`src/sv/mrpb_pkg.sv`:
```
// Package for the Modbus request PDU builder: function codes, request kinds,
// the byte job that crosses the queue, and queue sizing. No dependencies.
`timescale 1ns / 1ps
`default_nettype none

package mrpb_pkg;

    // Kind of an incoming request.
    localparam logic REQ_HEADER = 1'b0;
    localparam logic REQ_VALUE  = 1'b1;

    // Function codes and code ranges.
    localparam logic [7:0] FC_FIRST_SUPPORTED = 8'd1;
    localparam logic [7:0] FC_LAST_READ       = 8'd4;
    localparam logic [7:0] FC_LAST_SINGLE     = 8'd6;
    localparam logic [7:0] FC_WRITE_COILS     = 8'd15;
    localparam logic [7:0] FC_WRITE_REGS      = 8'd16;

    // Byte counts of the jobs.
    localparam logic [2:0] JOB_LEN_ONE    = 3'd1;
    localparam logic [2:0] JOB_LEN_TWO    = 3'd2;
    localparam logic [2:0] JOB_LEN_SINGLE = 3'd5;
    localparam logic [2:0] JOB_LEN_MULTI  = 3'd6;

    // Multiple write in progress.
    typedef enum logic [1:0] {
        ACT_IDLE  = 2'd0,
        ACT_COILS = 2'd1,
        ACT_REGS  = 2'd2
    } act_t;

    // One job for the serializer: up to six bytes, sent from byte 0 upward.
    typedef struct packed {
        logic [5:0][7:0] bytes;
        logic [2:0]      nbytes;
        logic            last;
        logic            err;
    } job_t;

    localparam int QUEUE_DEPTH = 4;
    localparam int QUEUE_PTR_W = $clog2(QUEUE_DEPTH);

    typedef struct packed {
        logic                 full;
        logic                 empty;
        logic [QUEUE_PTR_W:0] level;
    } queue_status_t;

endpackage

`default_nettype wire

```
`src/sv/mrpb_front.sv`:
```
// Front end of the PDU builder: accepts requests, checks them, tracks the
// multiple write in progress and turns each request into a byte job.
// Depends on mrpb_pkg.
`timescale 1ns / 1ps
`default_nettype none

module mrpb_front
    import mrpb_pkg::*;
#(
    parameter int MAX_WRITE_VALUES = 123
)
(
    input  wire logic        clk,
    input  wire logic        rst_n,
    input  wire logic        accept,
    input  wire logic        req_type,
    input  wire logic [7:0]  func_code,
    input  wire logic [15:0] start_address,
    input  wire logic [15:0] item_count,
    input  wire logic [15:0] data_word,
    output logic             push,
    output job_t             job
);

    localparam int VL_W = $clog2(MAX_WRITE_VALUES + 1);

    act_t            act_reg, act_next;
    logic [VL_W-1:0] values_left_reg, values_left_next;
    logic [7:0]      coil_acc_reg, coil_acc_next;
    logic [2:0]      coil_pos_reg, coil_pos_next;

    logic            in_multi;
    logic            code_single;
    logic            code_read;
    logic            code_multi;
    logic            count_bad;
    logic            header_ok_multi;
    logic [VL_W-1:0] values_dec;
    logic            last_value;
    logic [7:0]      coil_merged;
    logic [2:0]      coil_pos_inc;
    logic [16:0]     coil_round;
    logic [7:0]      multi_nbytes;

    assign in_multi    = (act_reg == ACT_COILS) || (act_reg == ACT_REGS);
    assign code_single = (func_code >= FC_FIRST_SUPPORTED)
                         && (func_code <= FC_LAST_SINGLE);
    assign code_read   = code_single && (func_code <= FC_LAST_READ);
    assign code_multi  = (func_code == FC_WRITE_COILS)
                         || (func_code == FC_WRITE_REGS);
    assign count_bad   = (item_count == 16'd0)
                         || (item_count > 16'(MAX_WRITE_VALUES));
    assign header_ok_multi = code_multi && !count_bad;

    assign values_dec   = values_left_reg - VL_W'(1);
    assign last_value   = (values_dec == '0);
    assign coil_merged  = coil_acc_reg
                          | (8'(data_word != 16'd0) << coil_pos_reg);
    assign coil_pos_inc = coil_pos_reg + 3'd1;
    assign coil_round   = {1'b0, item_count} + 17'd7;
    assign multi_nbytes = (func_code == FC_WRITE_COILS) ? coil_round[10:3]
                                                        : {item_count[6:0], 1'b0};

    // Next state.
    always_comb
    begin
        act_next         = act_reg;
        values_left_next = values_left_reg;
        coil_acc_next    = coil_acc_reg;
        coil_pos_next    = coil_pos_reg;
        if (accept)
        begin
            if (req_type == REQ_HEADER)
            begin
                if (in_multi)
                begin
                    // A header in the middle of a write abandons that write.
                    act_next         = ACT_IDLE;
                    values_left_next = '0;
                    coil_acc_next    = '0;
                    coil_pos_next    = '0;
                end
                else if (!code_single && header_ok_multi)
                begin
                    act_next = (func_code == FC_WRITE_COILS) ? ACT_COILS : ACT_REGS;
                    values_left_next = VL_W'(item_count);
                    coil_acc_next    = '0;
                    coil_pos_next    = '0;
                end
            end
            else if (act_reg == ACT_COILS)
            begin
                values_left_next = values_dec;
                coil_pos_next    = coil_pos_inc;
                coil_acc_next    = ((coil_pos_inc == 3'd0) || last_value) ? 8'd0 : coil_merged;
                if (last_value)
                begin
                    act_next      = ACT_IDLE;
                    coil_pos_next = '0;
                end
            end
            else if (act_reg == ACT_REGS)
            begin
                values_left_next = values_dec;
                if (last_value)
                begin
                    act_next = ACT_IDLE;
                end
            end
        end
    end

    // Job built from the current request.
    always_comb
    begin
        push       = 1'b0;
        job.bytes  = '0;
        job.nbytes = JOB_LEN_ONE;
        job.last   = 1'b1;
        job.err    = 1'b1;
        if (accept)
        begin
            push = 1'b1;
            if (req_type == REQ_HEADER)
            begin
                if (!in_multi && code_single && !(code_read && item_count == 16'd0))
                begin
                    job.bytes[0] = func_code;
                    job.bytes[1] = start_address[15:8];
                    job.bytes[2] = start_address[7:0];
                    job.bytes[3] = code_read ? item_count[15:8] : data_word[15:8];
                    job.bytes[4] = code_read ? item_count[7:0] : data_word[7:0];
                    job.nbytes   = JOB_LEN_SINGLE;
                    job.err      = 1'b0;
                end
                else if (!in_multi && !code_single && header_ok_multi)
                begin
                    job.bytes[0] = func_code;
                    job.bytes[1] = start_address[15:8];
                    job.bytes[2] = start_address[7:0];
                    job.bytes[3] = item_count[15:8];
                    job.bytes[4] = item_count[7:0];
                    job.bytes[5] = multi_nbytes;
                    job.nbytes   = JOB_LEN_MULTI;
                    job.last     = 1'b0;
                    job.err      = 1'b0;
                end
            end
            else if (act_reg == ACT_COILS)
            begin
                // A coil byte leaves once eight coils are in or the write ends.
                push         = (coil_pos_inc == 3'd0) || last_value;
                job.bytes[0] = coil_merged;
                job.last     = last_value;
                job.err      = 1'b0;
            end
            else if (act_reg == ACT_REGS)
            begin
                job.bytes[0] = data_word[15:8];
                job.bytes[1] = data_word[7:0];
                job.nbytes   = JOB_LEN_TWO;
                job.last     = last_value;
                job.err      = 1'b0;
            end
        end
    end

    always_ff @(posedge clk or negedge rst_n)
    begin
        if (!rst_n)
        begin
            act_reg         <= ACT_IDLE;
            values_left_reg <= '0;
            coil_acc_reg    <= '0;
            coil_pos_reg    <= '0;
        end
        else
        begin
            act_reg         <= act_next;
            values_left_reg <= values_left_next;
            coil_acc_reg    <= coil_acc_next;
            coil_pos_reg    <= coil_pos_next;
        end
    end

endmodule

`default_nettype wire

```
`src/sv/mrpb_queue.sv`:
```
// Short job queue between the front end and the serializer.
// Depends on mrpb_pkg.
`timescale 1ns / 1ps
`default_nettype none

module mrpb_queue
    import mrpb_pkg::*;
(
    input  wire logic clk,
    input  wire logic rst_n,
    input  wire logic push,
    input  wire job_t push_job,
    input  wire logic pop,
    output job_t      head_job,
    output queue_status_t status
);

    job_t                   mem_reg [QUEUE_DEPTH];
    logic [QUEUE_PTR_W-1:0] wr_ptr_reg, wr_ptr_next;
    logic [QUEUE_PTR_W-1:0] rd_ptr_reg, rd_ptr_next;
    logic [QUEUE_PTR_W:0]   level_reg, level_next;

    assign head_job     = mem_reg[rd_ptr_reg];
    assign status.level = level_reg;
    assign status.full  = (level_reg == (QUEUE_PTR_W + 1)'(QUEUE_DEPTH));
    assign status.empty = (level_reg == '0);

    always_comb
    begin
        wr_ptr_next = push ? wr_ptr_reg + QUEUE_PTR_W'(1) : wr_ptr_reg;
        rd_ptr_next = pop ? rd_ptr_reg + QUEUE_PTR_W'(1) : rd_ptr_reg;
        level_next  = level_reg;
        if (push && !pop)
        begin
            level_next = level_reg + (QUEUE_PTR_W + 1)'(1);
        end
        else if (pop && !push)
        begin
            level_next = level_reg - (QUEUE_PTR_W + 1)'(1);
        end
    end

    always_ff @(posedge clk)
    begin
        if (push)
        begin
            mem_reg[wr_ptr_reg] <= push_job;
        end
    end

    always_ff @(posedge clk or negedge rst_n)
    begin
        if (!rst_n)
        begin
            wr_ptr_reg <= '0;
            rd_ptr_reg <= '0;
            level_reg  <= '0;
        end
        else
        begin
            wr_ptr_reg <= wr_ptr_next;
            rd_ptr_reg <= rd_ptr_next;
            level_reg  <= level_next;
        end
    end

endmodule

`default_nettype wire

```
`src/sv/mrpb_back.sv`:
```
// Serializer: sends the bytes of the head job through an output
// register, one per cycle while out_stall is low. Depends on mrpb_pkg.
`timescale 1ns / 1ps
`default_nettype none

module mrpb_back
    import mrpb_pkg::*;
(
    input  wire logic  clk,
    input  wire logic  rst_n,
    input  wire job_t  head_job,
    input  wire logic  queue_empty,
    output logic       pop,
    output logic       out_valid,
    input  wire logic  out_stall,
    output logic [7:0] pdu_byte,
    output logic       last_byte,
    output logic       error_flag
);

    logic [2:0] idx_reg, idx_next;
    logic       valid_reg, valid_next;
    logic [7:0] byte_reg, byte_next;
    logic       last_reg, last_next;
    logic       err_reg, err_next;

    logic       load;
    logic       emit;
    logic       end_of_job;
    logic [7:0] sel_byte;

    assign load       = !valid_reg || !out_stall;
    assign emit       = load && !queue_empty;
    assign end_of_job = (idx_reg == head_job.nbytes - 3'd1);
    assign pop        = emit && end_of_job;

    always_comb
    begin
        case (idx_reg)
            3'd0:    sel_byte = head_job.bytes[0];
            3'd1:    sel_byte = head_job.bytes[1];
            3'd2:    sel_byte = head_job.bytes[2];
            3'd3:    sel_byte = head_job.bytes[3];
            3'd4:    sel_byte = head_job.bytes[4];
            3'd5:    sel_byte = head_job.bytes[5];
            default: sel_byte = 8'd0;
        endcase
    end

    always_comb
    begin
        idx_next   = idx_reg;
        valid_next = valid_reg;
        byte_next  = byte_reg;
        last_next  = last_reg;
        err_next   = err_reg;
        if (emit)
        begin
            valid_next = 1'b1;
            byte_next  = sel_byte;
            last_next  = end_of_job && head_job.last;
            err_next   = head_job.err;
            idx_next   = end_of_job ? 3'd0 : idx_reg + 3'd1;
        end
        else if (load)
        begin
            valid_next = 1'b0;
        end
    end

    always_ff @(posedge clk or negedge rst_n)
    begin
        if (!rst_n)
        begin
            idx_reg   <= '0;
            valid_reg <= 1'b0;
        end
        else
        begin
            idx_reg   <= idx_next;
            valid_reg <= valid_next;
        end
    end

    always_ff @(posedge clk)
    begin
        byte_reg <= byte_next;
        last_reg <= last_next;
        err_reg  <= err_next;
    end

    assign out_valid  = valid_reg;
    assign pdu_byte   = byte_reg;
    assign last_byte  = last_reg;
    assign error_flag = err_reg;

endmodule

`default_nettype wire

```
`src/sv/modbus_request_pdu_builder_core.sv`:
```
// Top level of the Modbus request PDU builder: front end, job queue and
// serializer. Depends on mrpb_pkg, mrpb_front, mrpb_queue and mrpb_back.
//
//   Channel | Handshake           | Contents
//   --------+---------------------+-------------------------------------------
//   in      | in_valid / in_stall | req_type, func_code, start_address,
//           |                     | item_count, data_word
//   out     | out_valid/out_stall | pdu_byte, last_byte, error_flag
//
// A request is taken whenever the job queue has room; its job is written into
// the queue and its bytes then leave through the output register one per cycle
// while the output is not stalled. The serializer sets the pace: a good header
// yields five or six bytes, an error result one, a register value two and a
// coil value at most one, so a coil stream runs at one request per cycle while
// the output is not stalled.
// Reset clears the multiple-write state, the queue pointers and the output
// valid; the block takes requests in the first cycle after reset.
// in_stall is high only while the four-entry queue is full; a stalled output
// holds its byte while the front end keeps filling the queue.
`timescale 1ns / 1ps
`default_nettype none

module modbus_request_pdu_builder_core
    import mrpb_pkg::*;
#(
    parameter int MAX_WRITE_VALUES = 123
)
(
    input  wire logic        clk,
    input  wire logic        rst_n,
    input  wire logic        in_valid,
    output logic             in_stall,
    input  wire logic        req_type,
    input  wire logic [7:0]  func_code,
    input  wire logic [15:0] start_address,
    input  wire logic [15:0] item_count,
    input  wire logic [15:0] data_word,
    output logic             out_valid,
    input  wire logic        out_stall,
    output logic [7:0]       pdu_byte,
    output logic             last_byte,
    output logic             error_flag
);

    logic          accept;
    logic          push;
    logic          pop;
    job_t          new_job;
    job_t          head_job;
    queue_status_t q_status;

    // The front end runs freely as long as the queue can take its job.
    assign in_stall = q_status.full;
    assign accept   = in_valid && !in_stall;

    // The front end checks each request and keeps the state of the multiple
    // write in progress; every request that yields bytes becomes one job.
    mrpb_front #(
        .MAX_WRITE_VALUES(MAX_WRITE_VALUES)
    ) u_front (
        .clk          (clk),
        .rst_n        (rst_n),
        .accept       (accept),
        .req_type     (req_type),
        .func_code    (func_code),
        .start_address(start_address),
        .item_count   (item_count),
        .data_word    (data_word),
        .push         (push),
        .job          (new_job)
    );

    // The queue lets a slow consumer stall the serializer without stopping
    // the front end until it fills.
    mrpb_queue u_queue (
        .clk     (clk),
        .rst_n   (rst_n),
        .push    (push),
        .push_job(new_job),
        .pop     (pop),
        .head_job(head_job),
        .status  (q_status)
    );

    // The serializer walks through the bytes of the head job.
    mrpb_back u_back (
        .clk        (clk),
        .rst_n      (rst_n),
        .head_job   (head_job),
        .queue_empty(q_status.empty),
        .pop        (pop),
        .out_valid  (out_valid),
        .out_stall  (out_stall),
        .pdu_byte   (pdu_byte),
        .last_byte  (last_byte),
        .error_flag (error_flag)
    );

    // An error result is always a single zero byte that closes its request.
    assert property (@(posedge clk) disable iff (!rst_n)
        out_valid && error_flag |-> last_byte && (pdu_byte == 8'd0))
        else $error("error result without last_byte or with a nonzero byte");

    // The serializer never retires a job from an empty queue.
    assert property (@(posedge clk) disable iff (!rst_n)
        pop |-> !q_status.empty)
        else $error("job popped from an empty queue");

    // A full queue never takes another job.
    assert property (@(posedge clk) disable iff (!rst_n)
        q_status.full |-> !push)
        else $error("job pushed into a full queue");

    // The queue level rises by one after a push without a pop.
    assert property (@(posedge clk) disable iff (!rst_n)
        push && !pop |=> q_status.level == $past(q_status.level) + (QUEUE_PTR_W + 1)'(1))
        else $error("queue level did not follow a push");

endmodule

`default_nettype wire

```
`config.mk`:
```
export PLATFORM = sky130hd
export DESIGN_NAME = modbus_request_pdu_builder_core
export DESIGN_NICKNAME = d
export VERILOG_FILES = /design/src/sv/mrpb_pkg.sv /design/src/sv/mrpb_front.sv /design/src/sv/mrpb_queue.sv /design/src/sv/mrpb_back.sv /design/src/sv/modbus_request_pdu_builder_core.sv
export SDC_FILE = /design/constraint.sdc
export NUM_CORES = 1
export LEC_CHECK = 0
export BUFFER_PORTS_ARGS = -buffer_cell sky130_fd_sc_hd__clkbuf_2
export CAP_MARGIN = 20
export CORE_MARGIN = 5
export CORE_UTILIZATION = 42
export CTS_BUF_LIST = sky130_fd_sc_hd__clkbuf_4 sky130_fd_sc_hd__clkbuf_8
export DETAILED_ROUTE_END_ITERATION = 12
export HOLD_SLACK_MARGIN = 0.15
export PLACE_DENSITY = 0.59
export SKIP_LAST_GASP = 1
export SYNTH_ARGS = -nofsm -noshare
export SYNTH_HDL_FRONTEND = slang
export SYNTH_SLANG_ARGS = --single-unit
```
`constraint.sdc`:
```
create_clock -name clk -period 5.68 [get_ports clk]
set_clock_uncertainty 0.15 [all_clocks]
set_input_delay 1.136 -clock clk [delete_from_list [all_inputs] [get_ports clk]]
set_output_delay 1.136 -clock clk [all_outputs]
set_load 0.005 [all_outputs]
```
==> flow_summary.ini <==
[final_layout]
antenna_cells = 0
utilization_pct = 47.9
syn_to_final_growth_pct = 12.9
largest_register_ffs = 212
instances_no_fill = 1182
drive_above_1_share_pct = 27.3
fillers = 2278
nets = 888

[clocking]
htreeDepth = 2
cts.sinks = 253
cts.reportedPaths.clkPinSlew_ns = 0.06
clock_path_buffers = 3
cts_buffers = 42
insertion_delay_ns = 0.55
tritoncts = built
holdBufCountCts = 0
cts_setup_buffers = 0
cts_root_buffer = clkbuf_8
cts_resized = 0

[synthesis]
ys_seq_area_share_pct = 65.4
synthesis.nets = 804
synthArstFlopShare_pct = 12.3
avgSynthCellArea_sq_um = 15.7
ys_ff_latch = 253
ys_types = 73
yosys_warnings = 0
synth_area_sq_mm = 0.0114
synth-main-ff-cell = edfxtp_1
syn_inst = 724
synth_edf_count = 222

[run_status]
outcome = complete, no violations

[placement]
io_buffers = 72
dp_cells = 1105
dp_hpwl_microns = 19100
gp_congestion = 0.871
dpl_worst_slack_ns = 1.65

[worst_setup_path]
endpoint_kind = flip-flop
cp.arrival_ns = 3.90
r2r_cells = 12
required_ns = 5.98
worst_path_largest_cell_delay_ns = 0.59
crit_chain = inv_1 -> ha_1 -> or4b_4 -> o41ai_2 -> nor2_2 -> a21oi_4 -> ha_1 -> inv_1 -> fa_1 -> xor2_1 -> nor2_1 -> xor2_1
startpoint_type = flip-flop
critPathLaunch = u_front.values_left_reg[1]
r2r-start = u_front.values_left_reg[1]
critical_path_class = flip-flop to flip-flop
rr_endpoint = u_queue.level_reg[2]
slowest_stage = o41ai_2
ff2ff_setup_slack_ns = 2.08
cp-endpoint = u_queue.level_reg[2]
path_max_fanout = 7

[sta]
rsz0062_at_grt = no
fin_crit_ns = 3.60
hold_viol = 0
setup_viol = 0
tightest_slew_ns = 1.14
drv_slew = 0
maxSlewHeadroom_pct = 23.7
finalCritPeriodShare_pct = 63.3
fin_ws_ns = 2.08
fmax_mhz = 278
setup_tns_ns = 0

[power]
vdd_drop_max_mv = 0.287
leakage_nw = 4.44
power.density_mw_per_mm2 = 475

[floorplan]
coreArea_sq_mm = 0.0268
start_util_pct = 42.4
io_pins = 73
die_w_microns = 175
dieArea_sq_mm = 0.0305
fp.dieH_microns = 175
rows = 60

[min_path]
hold_path_class = flip-flop to flip-flop

[routing]
vias = 7063
ant_nets = 0
routed_wl_microns = 28900
route.detailed.drc = 0
first_pass_iters = 7
wire_per_inst_microns = 24.5
viasPerCell = 5.98
first_iter_violations = 707

[global_routing]
antenna_found_initial = 0
grt_max_degree = 54
grt_pass1_wl_microns = 44600
grt_overflow = 0
grtUsageTotal_pct = 19.0
grt_pass1_vias = 7181

[job]
drv_cap = 0
## through the flow
stage | instance area (sq um) | hold slack (ns) | power, W
floorplan | 11400 | 0.307 | 0.00395
global placement | 12000 | 0.321 | 0.00455
detailed placement | 12000 | 0.337 | 0.00459
CTS | 12800 | 0.358 | 0.00617
global route | 12800 | 0.388 | 0.00644
finish | 12800 | 0.360 | 0.00610
## cell type report
| class | count | area [sq um] | area share, % |
|---|---|---|---|
| flip-flops and latches | 253 | 7450 | 58.0 |
| well taps | 341 | 427 | 3.32 |
| inverters | 22 | 82.6 | 0.643 |
| repair buffers | 78 | 405 | 3.16 |
| multi-input cells | 411 | 3650 | 28.4 |
| clock inverters | 19 | 121 | 0.946 |
| clock buffers | 58 | 704 | 5.49 |
## worst min path at each step
stage                          from                   end  slack (ns)  cells after the start
2_1_floorplan  u_queue.level_reg[2]  u_queue.level_reg[2]        0.31                      1
3_3_place_gp   u_queue.level_reg[2]  u_queue.level_reg[2]        0.32                      1
3_5_place_dp       u_back.out_valid      u_back.out_valid        0.34                      2
4_1_cts        u_queue.level_reg[2]  u_queue.level_reg[2]        0.36                      1
5_1_grt            u_back.out_valid      u_back.out_valid        0.39                      2
6_report       u_queue.level_reg[2]  u_queue.level_reg[2]        0.36                      1
## cell usage after synthesis (all sizes together), types with 2 or more instances
library cell / number / area share, %
edfxtp: 222 / 59
mux4: 53 / 10
nand2: 47 / 1.6
nor2: 40 / 1.3
o21ai: 33 / 1.5
dfrtp: 31 / 6.8
a21oi: 23 / 1.1
inv: 22 / 0.73
buf: 19 / 1.1
clkbuf: 19 / 0.72
ha: 18 / 2.0
o22ai: 12 / 0.66
nor4: 11 / 0.74
a221oi: 10 / 0.77
a22oi: 10 / 0.70
and2: 10 / 0.56
nand3: 10 / 0.48
nor3: 10 / 0.64
xnor2: 10 / 0.77
nor3b: 9 / 0.59
o21a: 9 / 0.59
xor2: 9 / 0.69
a211oi: 8 / 0.53
nand4: 7 / 0.39
o2bb2ai: 7 / 0.54
a222oi: 5 / 0.44
nor2b: 5 / 0.28
a21o: 4 / 0.28
mux2: 4 / 0.50
or3: 4 / 0.24
and3: 3 / 0.17
o211ai: 3 / 0.20
o311ai: 3 / 0.23
o31ai: 3 / 0.20
o41ai: 3 / 0.46
a311oi: 2 / 0.15
a31oi: 2 / 0.11
a32o: 2 / 0.18
a32oi: 2 / 0.15
and4b: 2 / 0.18
nand2b: 2 / 0.11
or3b: 2 / 0.15
or4: 2 / 0.17
## critical path: cells and delay by family, from the launching register on
kind | cells | cell delay (ns)
AOI/OAI and AO/OA | 2 | 0.92
xor gates and xnor gates | 2 | 0.33
adders and majority gates | 3 | 0.78
buffers and inverters | 2 | 0.18
DFF | 1 | 0.43
and+or+nand+nor | 3 | 0.73
## layout by cell type, fill, tap and decap left out, drive strengths merged, types with 8 or more instances in the layout
master,n
nand2,47
nor3,10
nand3,10
dfrtp,31
nor4,11
edfxtp,222
mux4,53
inv,23
xor2,9
clkinv,15
o21ai,33
o22ai,12
a22oi,10
nor3b,9
xnor2,10
ha,18
a21oi,23
a221oi,10
clkbuf,130
and2,10
nor2,40
a211oi,8
o21a,9
## metal layers
| metal | GRT usage (%) | routed length, microns | up-vias |
|---|---|---|---|
| met2 | 28.6 | 13100 | 288 |
| li1 | - | - | 3078 |
| met4 | 5.66 | 709 | 0 |
| met1 | 28.5 | 13200 | 3642 |
| met5 | 0 | 0 | - |
| met3 | 3.65 | 1910 | 55 |
## cell families after synthesis
logic type               count (synthesis)  share of synthesized area (%)
XOR/XNOR                                19                           1.46
adder cells (fa/ha/maj)                 19                           2.16
buffers and inverters                   60                           2.57
AND/OR/NAND/NOR                        167                           7.92
multiplexers                            57                           11.0
AO/OA/AOI/OAI                          149                           9.44
flip-flops                             253                           65.4
## power breakdown
group	switching, W	internal [W]
clock network	0.000715	0.000855
registers	0.000228	0.00250
logic	0.00104	0.000760
total	0.00199	0.00411
Power figures use the tool's default switching activity.
